File: config.mk
export PLATFORM = sky130hd
export DESIGN_NAME = stream_substring_replace_top_flat
export DESIGN_NICKNAME = d
export VERILOG_FILES = /design/src/rtl/ssr_pkg.sv /design/src/rtl/ssr_ifs.sv /design/src/rtl/ssr_cell.sv /design/src/rtl/ssr_window.sv /design/src/rtl/ssr_seq.sv /design/src/rtl/stream_substring_replace_top.sv /design/src/flat_wrapper.sv
export VERILOG_INCLUDE_DIRS = /design/src /design/src/rtl
export SDC_FILE = /design/constraint.sdc
export NUM_CORES = 1
export LEC_CHECK = 0
export BUFFER_PORTS_ARGS = -buffer_cell sky130_fd_sc_hd__buf_4
export CAP_MARGIN = 20
export CORE_MARGIN = 2
export CORE_UTILIZATION = 60
export DETAILED_ROUTE_END_ITERATION = 16
export PLACE_DENSITY = 0.8
export SLEW_MARGIN = 20
export SYNTH_ARGS = -nofsm -noshare
export SYNTH_HDL_FRONTEND = slang
export SYNTH_SLANG_ARGS = --single-unit
File: constraint.sdc
create_clock -name i_clk -period 3.4 [get_ports i_clk]
set_input_delay 0.85 -clock i_clk [delete_from_list [all_inputs] [get_ports i_clk]]
set_output_delay 0.85 -clock i_clk [all_outputs]
set_load 0.1 [all_outputs]
File: src/rtl/stream_substring_replace_top_defines.svh
// Assertion macros used by the substring replace sequencer.
`ifndef STREAM_SUBSTRING_REPLACE_TOP_DEFINES_SVH
`define STREAM_SUBSTRING_REPLACE_TOP_DEFINES_SVH

`ifndef SYNTH
// Clocked check, switched off while reset is held.
`define SSR_ASSERT(lbl, clk, rstn, prop) \
    lbl: assert property (@(posedge clk) disable iff (!rstn) prop) \
        else $error("ssr assertion failed");
// Clocked check that also covers the reset cycles.
`define SSR_ASSERT_RST(lbl, clk, prop) \
    lbl: assert property (@(posedge clk) prop) \
        else $error("ssr reset assertion failed");
`else
`define SSR_ASSERT(lbl, clk, rstn, prop)
`define SSR_ASSERT_RST(lbl, clk, prop)
`endif

`endif

File: src/rtl/ssr_pkg.sv
// Types and constants for the substring replace block.
package ssr_pkg;

    localparam int BYTE_W    = 8;
    localparam int WORD_W    = 64;
    localparam int LEN_W     = 4;
    localparam int CFG_IDX_W = 2;

    localparam logic [CFG_IDX_W-1:0] CFG_PAT_BYTES = 2'd0;
    localparam logic [CFG_IDX_W-1:0] CFG_PAT_LEN   = 2'd1;
    localparam logic [CFG_IDX_W-1:0] CFG_REP_BYTES = 2'd2;
    localparam logic [CFG_IDX_W-1:0] CFG_REP_LEN   = 2'd3;

    typedef struct packed {
        logic load;
        logic shift;
    } t_win_ctrl;

    typedef struct packed {
        logic              match;
        logic [BYTE_W-1:0] head;
    } t_win_stat;

endpackage

File: src/rtl/ssr_ifs.sv
// Stream and configuration channel interfaces of the substring replace block.
interface ssr_in_if;
    import ssr_pkg::*;
    logic              valid;
    logic              ready;
    logic [BYTE_W-1:0] in_char;
    logic              in_end;
    modport source (output valid, output in_char, output in_end, input ready);
    modport sink (input valid, input in_char, input in_end, output ready);
endinterface

interface ssr_out_if;
    import ssr_pkg::*;
    logic              valid;
    logic              ready;
    logic              has_char;
    logic [BYTE_W-1:0] out_char;
    logic              string_done;
    logic              run_last;
    modport source (output valid, output has_char, output out_char, output string_done,
                    output run_last, input ready);
    modport sink (input valid, input has_char, input out_char, input string_done,
                  input run_last, output ready);
endinterface

interface ssr_cfg_if;
    import ssr_pkg::*;
    logic                 valid;
    logic                 ready;
    logic [CFG_IDX_W-1:0] index;
    logic [WORD_W-1:0]    data;
    modport source (output valid, output index, output data, input ready);
    modport sink (input valid, input index, input data, output ready);
endinterface

File: src/rtl/ssr_cell.sv
// One window cell: holds a pending byte and compares it with its pattern byte.
module ssr_cell (
    input  logic                      i_clk,
    input  ssr_pkg::t_win_ctrl        i_ctrl,
    input  logic                      i_sel,
    input  logic [ssr_pkg::BYTE_W-1:0] i_char,
    input  logic [ssr_pkg::BYTE_W-1:0] i_next,
    input  logic [ssr_pkg::BYTE_W-1:0] i_pat,
    input  logic                      i_active,
    output logic [ssr_pkg::BYTE_W-1:0] o_byte,
    output logic                      o_eq
);
    import ssr_pkg::*;

    logic [BYTE_W-1:0] r_byte;

    always_ff @(posedge i_clk) begin
        if (i_ctrl.load && i_sel) begin
            r_byte <= i_char;
        end else if (i_ctrl.shift) begin
            r_byte <= i_next;
        end
    end

    assign o_byte = r_byte;
    // cells beyond the pattern length do not take part in the match
    assign o_eq   = !i_active || (r_byte == i_pat);

endmodule

File: src/rtl/ssr_window.sv
// Row of window cells, oldest byte in cell zero, shifting towards it.
module ssr_window #(
    parameter int MAX_PATTERN = 8
) (
    input  logic                       i_clk,
    input  ssr_pkg::t_win_ctrl         i_ctrl,
    input  logic [MAX_PATTERN-1:0]     i_load_sel,
    input  logic [ssr_pkg::BYTE_W-1:0] i_char,
    input  logic [ssr_pkg::WORD_W-1:0] i_pat_bytes,
    input  logic [ssr_pkg::LEN_W-1:0]  i_plen,
    output ssr_pkg::t_win_stat         o_stat
);
    import ssr_pkg::*;

    logic [BYTE_W-1:0]      w_byte [MAX_PATTERN];
    logic [BYTE_W-1:0]      w_next [MAX_PATTERN];
    logic [MAX_PATTERN-1:0] w_eq;

    for (genvar g = 0; g < MAX_PATTERN; g++) begin : g_cell
        if (g == MAX_PATTERN - 1) begin : g_tail
            assign w_next[g] = w_byte[g];
        end else begin : g_mid
            assign w_next[g] = w_byte[g+1];
        end

        ssr_cell u_cell (
            .i_clk    (i_clk),
            .i_ctrl   (i_ctrl),
            .i_sel    (i_load_sel[g]),
            .i_char   (i_char),
            .i_next   (w_next[g]),
            .i_pat    (i_pat_bytes[BYTE_W*g +: BYTE_W]),
            .i_active (LEN_W'(g) < i_plen),
            .o_byte   (w_byte[g]),
            .o_eq     (w_eq[g])
        );
    end

    assign o_stat.match = &w_eq;
    assign o_stat.head  = w_byte[0];

endmodule

File: src/rtl/ssr_seq.sv
// Sequencer: steps the cell row, emits bytes and drives the output register.
`include "stream_substring_replace_top_defines.svh"

module ssr_seq #(
    parameter int MAX_PATTERN = 8
) (
    input  logic                       i_clk,
    input  logic                       i_rst_n,
    ssr_in_if.sink                     i_in,
    ssr_out_if.source                  o_out,
    input  logic [ssr_pkg::LEN_W-1:0]  i_plen,
    input  logic [ssr_pkg::LEN_W-1:0]  i_rlen,
    input  logic [ssr_pkg::WORD_W-1:0] i_repl_bytes,
    input  ssr_pkg::t_win_stat         i_stat,
    output ssr_pkg::t_win_ctrl         o_ctrl,
    output logic [MAX_PATTERN-1:0]     o_load_sel
);
    import ssr_pkg::*;

    localparam int CNT_W = $clog2(MAX_PATTERN + 1);
    localparam int KW    = (MAX_PATTERN > 1) ? $clog2(MAX_PATTERN) : 1;

    localparam logic [1:0] S_IDLE = 2'd0;
    localparam logic [1:0] S_PROC = 2'd1;
    localparam logic [1:0] S_REPL = 2'd2;

    logic [1:0]        r_state, n_state;
    logic [CNT_W-1:0]  r_count, n_count;
    logic              r_end, n_end;
    logic [KW-1:0]     r_k, n_k;
    logic              r_hold_valid, n_hold_valid;
    logic [BYTE_W-1:0] r_hold, n_hold;
    logic              r_ov, n_ov;
    logic              r_has, n_has;
    logic [BYTE_W-1:0] r_char, n_char;
    logic              r_done, n_done;
    logic              r_last, n_last;

    t_win_ctrl         w_ctrl;
    logic [LEN_W-1:0]  w_cnt;
    logic              w_pass, w_at_plen, w_want_emit;
    logic              w_out_free, w_can_prod, w_prod, w_flush_out;
    logic [BYTE_W-1:0] w_prod_byte;

    assign w_cnt       = LEN_W'(r_count);
    assign w_pass      = (i_plen == '0) || (i_rlen > i_plen);
    assign w_at_plen   = (w_cnt == i_plen);
    assign w_want_emit = w_pass ? (r_count != '0)
                                : ((w_cnt > i_plen) || w_at_plen || (r_end && r_count != '0));
    assign w_out_free  = !r_ov || o_out.ready;
    assign w_can_prod  = !r_hold_valid || w_out_free;
    assign w_flush_out = r_hold_valid || r_end;

    always_comb begin
        n_state      = r_state;
        n_count      = r_count;
        n_end        = r_end;
        n_k          = r_k;
        n_hold       = r_hold;
        n_hold_valid = r_hold_valid;
        n_ov         = o_out.ready ? 1'b0 : r_ov;
        n_has        = r_has;
        n_char       = r_char;
        n_done       = r_done;
        n_last       = r_last;
        w_ctrl       = '0;
        w_prod       = 1'b0;
        w_prod_byte  = '0;
        case (r_state)
            S_IDLE: begin
                if (i_in.valid) begin
                    w_ctrl.load = 1'b1;
                    n_count     = r_count + CNT_W'(1);
                    n_end       = i_in.in_end;
                    n_state     = S_PROC;
                end
            end
            S_PROC: begin
                if (!w_pass && w_at_plen && i_stat.match) begin
                    // drop the matched window; replacement follows if any
                    n_count = '0;
                    n_k     = '0;
                    if (i_rlen != '0) begin
                        n_state = S_REPL;
                    end
                end else if (w_want_emit) begin
                    if (w_can_prod) begin
                        w_prod       = 1'b1;
                        w_prod_byte  = i_stat.head;
                        w_ctrl.shift = 1'b1;
                        n_count      = r_count - CNT_W'(1);
                    end
                end else if (!w_flush_out || w_out_free) begin
                    // release the held byte as the last beat of this item
                    if (w_flush_out) begin
                        n_ov   = 1'b1;
                        n_has  = r_hold_valid;
                        n_char = r_hold_valid ? r_hold : '0;
                        n_done = r_end;
                        n_last = 1'b1;
                    end
                    n_hold_valid = 1'b0;
                    n_state      = S_IDLE;
                end
            end
            S_REPL: begin
                if (w_can_prod) begin
                    w_prod      = 1'b1;
                    w_prod_byte = i_repl_bytes[BYTE_W*r_k +: BYTE_W];
                    if (LEN_W'(r_k) == i_rlen - LEN_W'(1)) begin
                        n_state = S_PROC;
                    end else begin
                        n_k = r_k + KW'(1);
                    end
                end
            end
            default: begin
                n_state = S_IDLE;
            end
        endcase
        // hold one byte back so the last beat of an item can be flagged
        if (w_prod) begin
            if (r_hold_valid) begin
                n_ov   = 1'b1;
                n_has  = 1'b1;
                n_char = r_hold;
                n_done = 1'b0;
                n_last = 1'b0;
            end
            n_hold       = w_prod_byte;
            n_hold_valid = 1'b1;
        end
    end

    always_comb begin
        o_load_sel = '0;
        for (int i = 0; i < MAX_PATTERN; i++) begin
            o_load_sel[i] = (w_cnt == LEN_W'(i));
        end
    end

    always_ff @(posedge i_clk) begin
        if (!i_rst_n) begin
            r_state      <= S_IDLE;
            r_count      <= '0;
            r_hold_valid <= 1'b0;
            r_ov         <= 1'b0;
        end else begin
            r_state      <= n_state;
            r_count      <= n_count;
            r_hold_valid <= n_hold_valid;
            r_ov         <= n_ov;
        end
    end

    always_ff @(posedge i_clk) begin
        r_end  <= n_end;
        r_k    <= n_k;
        r_hold <= n_hold;
        r_has  <= n_has;
        r_char <= n_char;
        r_done <= n_done;
        r_last <= n_last;
    end

    assign o_ctrl            = w_ctrl;
    assign i_in.ready        = (r_state == S_IDLE);
    assign o_out.valid       = r_ov;
    assign o_out.has_char    = r_has;
    assign o_out.out_char    = r_char;
    assign o_out.string_done = r_done;
    assign o_out.run_last    = r_last;

    `SSR_ASSERT(a_idle_room, i_clk, i_rst_n, (r_state == S_IDLE) |-> (w_cnt < LEN_W'(MAX_PATTERN)))
    `SSR_ASSERT(a_idle_no_hold, i_clk, i_rst_n, (r_state == S_IDLE) |-> !r_hold_valid)
    `SSR_ASSERT(a_shift_nonempty, i_clk, i_rst_n, w_ctrl.shift |-> (r_count != '0))
    `SSR_ASSERT(a_repl_range, i_clk, i_rst_n, (r_state == S_REPL) |-> (LEN_W'(r_k) < i_rlen))
    `SSR_ASSERT(a_end_empties, i_clk, i_rst_n, (r_state == S_PROC && n_state == S_IDLE && r_end) |=> (r_count == '0))
    `SSR_ASSERT_RST(a_reset_idle, i_clk, !i_rst_n |=> (r_state == S_IDLE) && !r_ov)

endmodule

File: src/rtl/stream_substring_replace_top.sv
// Top level of the streaming substring find-and-replace block.
// Bytes arrive one per beat on i_in and come out rewritten on o_out, each leftmost
// non-overlapping pattern occurrence swapped for the replacement; a pattern length of
// zero, or a replacement longer than the pattern, passes bytes through unchanged. An
// input beat is taken only while the sequencer is idle; it then holds the block until it
// has released its bytes (and the replacement when it completes a match), since a single
// sequencer steps the row of window cells one byte per cycle while o_out is not stalled.
// Backpressure on o_out stalls it. The end-of-string beat flushes the window; if it
// releases nothing, one beat with has_char low marks the end. Configuration writes on
// i_cfg are always accepted and must only be issued while the block is idle.
module stream_substring_replace_top #(
    parameter int MAX_PATTERN = 8
) (
    input  logic      i_clk,
    input  logic      i_rst_n,
    ssr_in_if.sink    i_in,
    ssr_out_if.source o_out,
    ssr_cfg_if.sink   i_cfg
);
    import ssr_pkg::*;

    logic [WORD_W-1:0] r_pat_bytes;
    logic [LEN_W-1:0]  r_pat_len;
    logic [WORD_W-1:0] r_rep_bytes;
    logic [LEN_W-1:0]  r_rep_len;

    logic [LEN_W-1:0]       w_plen, w_rlen;
    t_win_ctrl              w_ctrl;
    t_win_stat              w_stat;
    logic [MAX_PATTERN-1:0] w_load_sel;

    assign i_cfg.ready = 1'b1;

    always_ff @(posedge i_clk) begin
        if (!i_rst_n) begin
            r_pat_bytes <= '0;
            r_pat_len   <= '0;
            r_rep_bytes <= '0;
            r_rep_len   <= '0;
        end else if (i_cfg.valid) begin
            case (i_cfg.index)
                CFG_PAT_BYTES: r_pat_bytes <= i_cfg.data;
                CFG_PAT_LEN:   r_pat_len   <= i_cfg.data[LEN_W-1:0];
                CFG_REP_BYTES: r_rep_bytes <= i_cfg.data;
                CFG_REP_LEN:   r_rep_len   <= i_cfg.data[LEN_W-1:0];
                default: begin
                end
            endcase
        end
    end

    // saturate lengths to the window depth
    assign w_plen = (r_pat_len > LEN_W'(MAX_PATTERN)) ? LEN_W'(MAX_PATTERN) : r_pat_len;
    assign w_rlen = (r_rep_len > LEN_W'(MAX_PATTERN)) ? LEN_W'(MAX_PATTERN) : r_rep_len;

    ssr_window #(
        .MAX_PATTERN (MAX_PATTERN)
    ) u_window (
        .i_clk       (i_clk),
        .i_ctrl      (w_ctrl),
        .i_load_sel  (w_load_sel),
        .i_char      (i_in.in_char),
        .i_pat_bytes (r_pat_bytes),
        .i_plen      (w_plen),
        .o_stat      (w_stat)
    );

    ssr_seq #(
        .MAX_PATTERN (MAX_PATTERN)
    ) u_seq (
        .i_clk        (i_clk),
        .i_rst_n      (i_rst_n),
        .i_in         (i_in),
        .o_out        (o_out),
        .i_plen       (w_plen),
        .i_rlen       (w_rlen),
        .i_repl_bytes (r_rep_bytes),
        .i_stat       (w_stat),
        .o_ctrl       (w_ctrl),
        .o_load_sel   (w_load_sel)
    );

endmodule
File: src/flat_wrapper.sv
// flat-port wrapper written by rule: the top's interface ports become plain ports
module stream_substring_replace_top_flat import ssr_pkg::*;
#(
    parameter int MAX_PATTERN = 8
)
  (i_clk, i_rst_n, i_in_valid, i_in_in_char, i_in_in_end, i_in_ready, o_out_valid, o_out_has_char, o_out_out_char, o_out_string_done, o_out_run_last, o_out_ready, i_cfg_valid, i_cfg_index, i_cfg_data, i_cfg_ready);
  ssr_in_if i_in_i ();
  ssr_out_if o_out_i ();
  ssr_cfg_if i_cfg_i ();
  input  logic i_clk;
  input  logic i_rst_n;
  input wire logic [$bits(i_in_i.valid)-1:0] i_in_valid;
  input wire logic [$bits(i_in_i.in_char)-1:0] i_in_in_char;
  input wire logic [$bits(i_in_i.in_end)-1:0] i_in_in_end;
  output wire logic [$bits(i_in_i.ready)-1:0] i_in_ready;
  output wire logic [$bits(o_out_i.valid)-1:0] o_out_valid;
  output wire logic [$bits(o_out_i.has_char)-1:0] o_out_has_char;
  output wire logic [$bits(o_out_i.out_char)-1:0] o_out_out_char;
  output wire logic [$bits(o_out_i.string_done)-1:0] o_out_string_done;
  output wire logic [$bits(o_out_i.run_last)-1:0] o_out_run_last;
  input wire logic [$bits(o_out_i.ready)-1:0] o_out_ready;
  input wire logic [$bits(i_cfg_i.valid)-1:0] i_cfg_valid;
  input wire logic [$bits(i_cfg_i.index)-1:0] i_cfg_index;
  input wire logic [$bits(i_cfg_i.data)-1:0] i_cfg_data;
  output wire logic [$bits(i_cfg_i.ready)-1:0] i_cfg_ready;
  assign i_in_i.valid = i_in_valid;
  assign i_in_i.in_char = i_in_in_char;
  assign i_in_i.in_end = i_in_in_end;
  assign i_in_ready = i_in_i.ready;
  assign o_out_valid = o_out_i.valid;
  assign o_out_has_char = o_out_i.has_char;
  assign o_out_out_char = o_out_i.out_char;
  assign o_out_string_done = o_out_i.string_done;
  assign o_out_run_last = o_out_i.run_last;
  assign o_out_i.ready = o_out_ready;
  assign i_cfg_i.valid = i_cfg_valid;
  assign i_cfg_i.index = i_cfg_index;
  assign i_cfg_i.data = i_cfg_data;
  assign i_cfg_ready = i_cfg_i.ready;
  stream_substring_replace_top #(.MAX_PATTERN(MAX_PATTERN)) u_core (.i_clk(i_clk), .i_rst_n(i_rst_n), .i_in(i_in_i), .o_out(o_out_i), .i_cfg(i_cfg_i));
endmodule
==> flow_summary.toml <==
[synth]
yosysWarnings = 0
ys_seq_area_frac = 0.503
synth.cell_area_mm2 = 0.0107
syn_inst = 1099
synth-async-reset-ratio = 0
yosys_register_bits = 231
synth_ff_type = "dfxtp_1"
synth_fp_nets = 1198
ys_types = 65
synth_edf_count = 76
synth.top_cells.by_area = "dfxtp_1, edfxtp_1, nand2_1, a21oi_1, mux2_2"
avgSynthCellArea_um2 = 9.74
yosysTopAreaCell = "dfxtp_1"
synth_top_cell_area_share = 0.290

[clock_tree]
htreeDepth = 1
cts_tree = "built"
ctsResizeCount = 0
path_clk_slew_ns = 0.06
cts_made_buffers = 25
cts_setup_buffers = 0
cts_sinks = 231
cts_hold_buf = 0
clk_latency_ns = 0.52
cts_buffer_depth = 3
cts_root_buf = "clkbuf_16"

[die]
core_mm2 = 0.0174
die_h_um = 138
io-pin-count = 94
initial_core_util = 0.616
die_x_um = 138
dieArea_mm2 = 0.0189
placementRows = 48

[placement]
place_ws_ns = 0.441
gp_congestion = 0.884
placed_area_mm2 = 0.0116
port-buffer-count = 92
dp_hpwl_mm = 19.5

[route]
wire_per_inst_um = 19.6
remaining_drc_errors = 0
wirelength_mm = 27.7
num_vias = 8526
drt-pass1-iter-count = 5
routed_via_density = 6.02
drtIter0Drc = 836
antenna_left = 0

[setup_path]
reg2reg_depth = 11
worstSetupPathType = "flip-flop to flip-flop"
cp_data_arrival_time_ns = 3.22
crit_path_end_kind = "flip-flop"
cp.required_ns = 3.58
ff2ff_setup_slack_ns = 0.37
crit_fanout = 8
startpoint_type = "flip-flop"

[global_route]
grt_usage = 0.293
antenna_found_initial = 1
grt_max_degree = 65
grt_overflow = 0
grt_pass1_vias = 7999
grt_pass1_wl_mm = 42.0

[sta]
min_period_over_period = 0.893
hold_violations = 0
rsz0062_at_grt = "no"
worstMarginPinSlew_ns = 0.936
period_minus_slack_ns = 3.03
slew_viol_final = 0
max_freq_ghz = 0.330
whs_ns = 0.455
setup-tns-final_ns = 0
fin_skew_ns = 0.00885
slew_headroom = 0.376
setup_viol = 0
fin_ws_ns = 0.365

[finish]
final_nets = 1271
drive_above_1_share = 0.192
multi_input_area_mm2 = 0.00500
final_area_mm2 = 0.0124
syn_to_final_growth_pct = 15.7
n_fill_cell = 1285
seq_area_mm2 = 0.00539

[worst_hold_path]
min_path_type = "flip-flop to flip-flop"
whs_path_depth = 2

[pwr]
p_per_area_mw_per_mm2 = 704
power_leakage_nw = 4.58
irDropWorstVdd_v = 0.000446

[outcome]
outcome = "completed"

[job]
cap_violations = 0
worst paths after layout:
kind	startpoint	end
worst max-delay path	u_core.r_rep_len[3]	u_core.u_window.g_cell[0].u_cell.o_byte[5]
worst min-delay path	u_core.r_rep_bytes[16]	u_core.r_rep_bytes[16]
worst max register to register	u_core.r_rep_len[3]	u_core.u_window.g_cell[0].u_cell.o_byte[5]
worst min register to register	u_core.r_rep_bytes[16]	u_core.r_rep_bytes[16]
cells in the mapped netlist (4+ instances only):
| cell | number |
|---|---|
| a21oi_1 | 154 |
| nor2b_1 | 4 |
| nor2_1 | 25 |
| mux2i_1 | 17 |
| buf_1 | 9 |
| and2_1 | 4 |
| xor2_1 | 32 |
| nand3_1 | 12 |
| nor4_1 | 10 |
| mux2_2 | 56 |
| o211ai_1 | 4 |
| xnor2_1 | 36 |
| buf_2 | 5 |
| dfxtp_1 | 155 |
| inv_1 | 22 |
| a31oi_1 | 5 |
| o21ai_0 | 11 |
| mux4_2 | 16 |
| a2111oi_0 | 8 |
| edfxtp_1 | 76 |
| o2bb2ai_1 | 8 |
| nand4_1 | 10 |
| nand2_1 | 286 |
| ha_1 | 19 |
| nor3_1 | 6 |
| clkbuf_1 | 44 |
| nand2b_1 | 6 |
| a311oi_1 | 8 |
where the power goes:
group / leakage [nW] / internal, mW / switching, mW / total, mW
Sequential: 1.96 / 3.34 / 0.368 / 3.71
Combinational: 2.22 / 0.932 / 1.46 / 2.39
Clock: 0.399 / 1.53 / 1.09 / 2.62
per-stage QoR:
step	util	std cells	power [mW]
4_1_cts	0.713	1415	8.68
5_1_grt	0.713	1415	9.05
6_report	0.713	1416	8.71
2_1_floorplan	-	1099	5.39
3_5_place_dp	0.667	1370	6.09
3_3_place_gp	0.667	1370	6.03
layout make-up:
class,count,area share
clock inverter,9,0.00445
antenna,1,0.000202
multi-input combinational,786,0.404
sequential,231,0.435
timing repair buffer,105,0.0657
clock buffer,36,0.0605
inverter,23,0.00718
tap,225,0.0227
layer usage:
| metal | vias to the layer above | track usage | share of wire |
|---|---|---|---|
| li1 | 4025 | - | - |
| met1 | 4084 | 0.375 | 0.40 |
| met2 | 338 | 0.489 | 0.48 |
| met3 | 79 | 0.0456 | 0.066 |
| met4 | 0 | 0.140 | 0.049 |
| met5 | - | 0 | 0 |
worst max-delay path, stage by stage, from the launching register on:
cell and delay [ns]:
dfxtp_1 0.41, nand2b_1 0.19, inv_1 0.06, ha_1 0.28, nor2b_1 0.14, o211ai_1 0.20
a21oi_2 0.15, or4_1 0.58, nand2_1 0.15, nand2_1 0.07, buf_4 0.18, nand2_1 0.28
cell families (layout without fill, tap and decap cells):
logic type	after synthesis	in the layout	share of synthesized area
xor+xnor	68	68	0.0557
flops	231	231	0.503
buf+inv	82	173	0.0297
compound gates	224	224	0.124
other cells	1	2	0.000350
fa+ha+maj	19	19	0.0222
simple gates	385	385	0.156
mux	89	89	0.109
sequential cells by signal, indices dropped and copies added (netlist names):
name	cells
u_core.r_rep_len	4
u_core.u_seq.o_out.out_char	8
u_core.r_pat_len	4
u_core.u_seq.r_k	3
u_core.u_seq.o_out.run_last	1
u_core.u_window.g_cell.u_cell.o_byte	64
u_core.u_seq.r_end	1
u_core.u_seq.r_hold_valid	1
u_core.u_seq.o_out.string_done	1
u_core.u_seq.r_count	4
u_core.r_pat_bytes	64
u_core.u_seq.r_state	2
u_core.u_seq.o_out.has_char	1
u_core.u_seq.r_hold	8
u_core.u_seq.o_out.valid	1
u_core.r_rep_bytes	64
placed cells by master (no fill, tap or decap), types with 11 or more instances in the layout:
cell / netlist / final
xor2_1: 32 / 32
nand3_1: 12 / 12
mux2_2: 56 / 56
mux4_2: 16 / 16
a21oi_1: 154 / 154
buf_4: 1 / 103
inv_1: 22 / 22
edfxtp_1: 76 / 76
clkbuf_16: 0 / 26
nor2_1: 25 / 25
dfxtp_1: 155 / 155
o21ai_0: 11 / 11
mux2i_1: 17 / 17
nand2_1: 286 / 286
xnor2_1: 36 / 36
ha_1: 19 / 19
(Power assumes the default switching activity.)
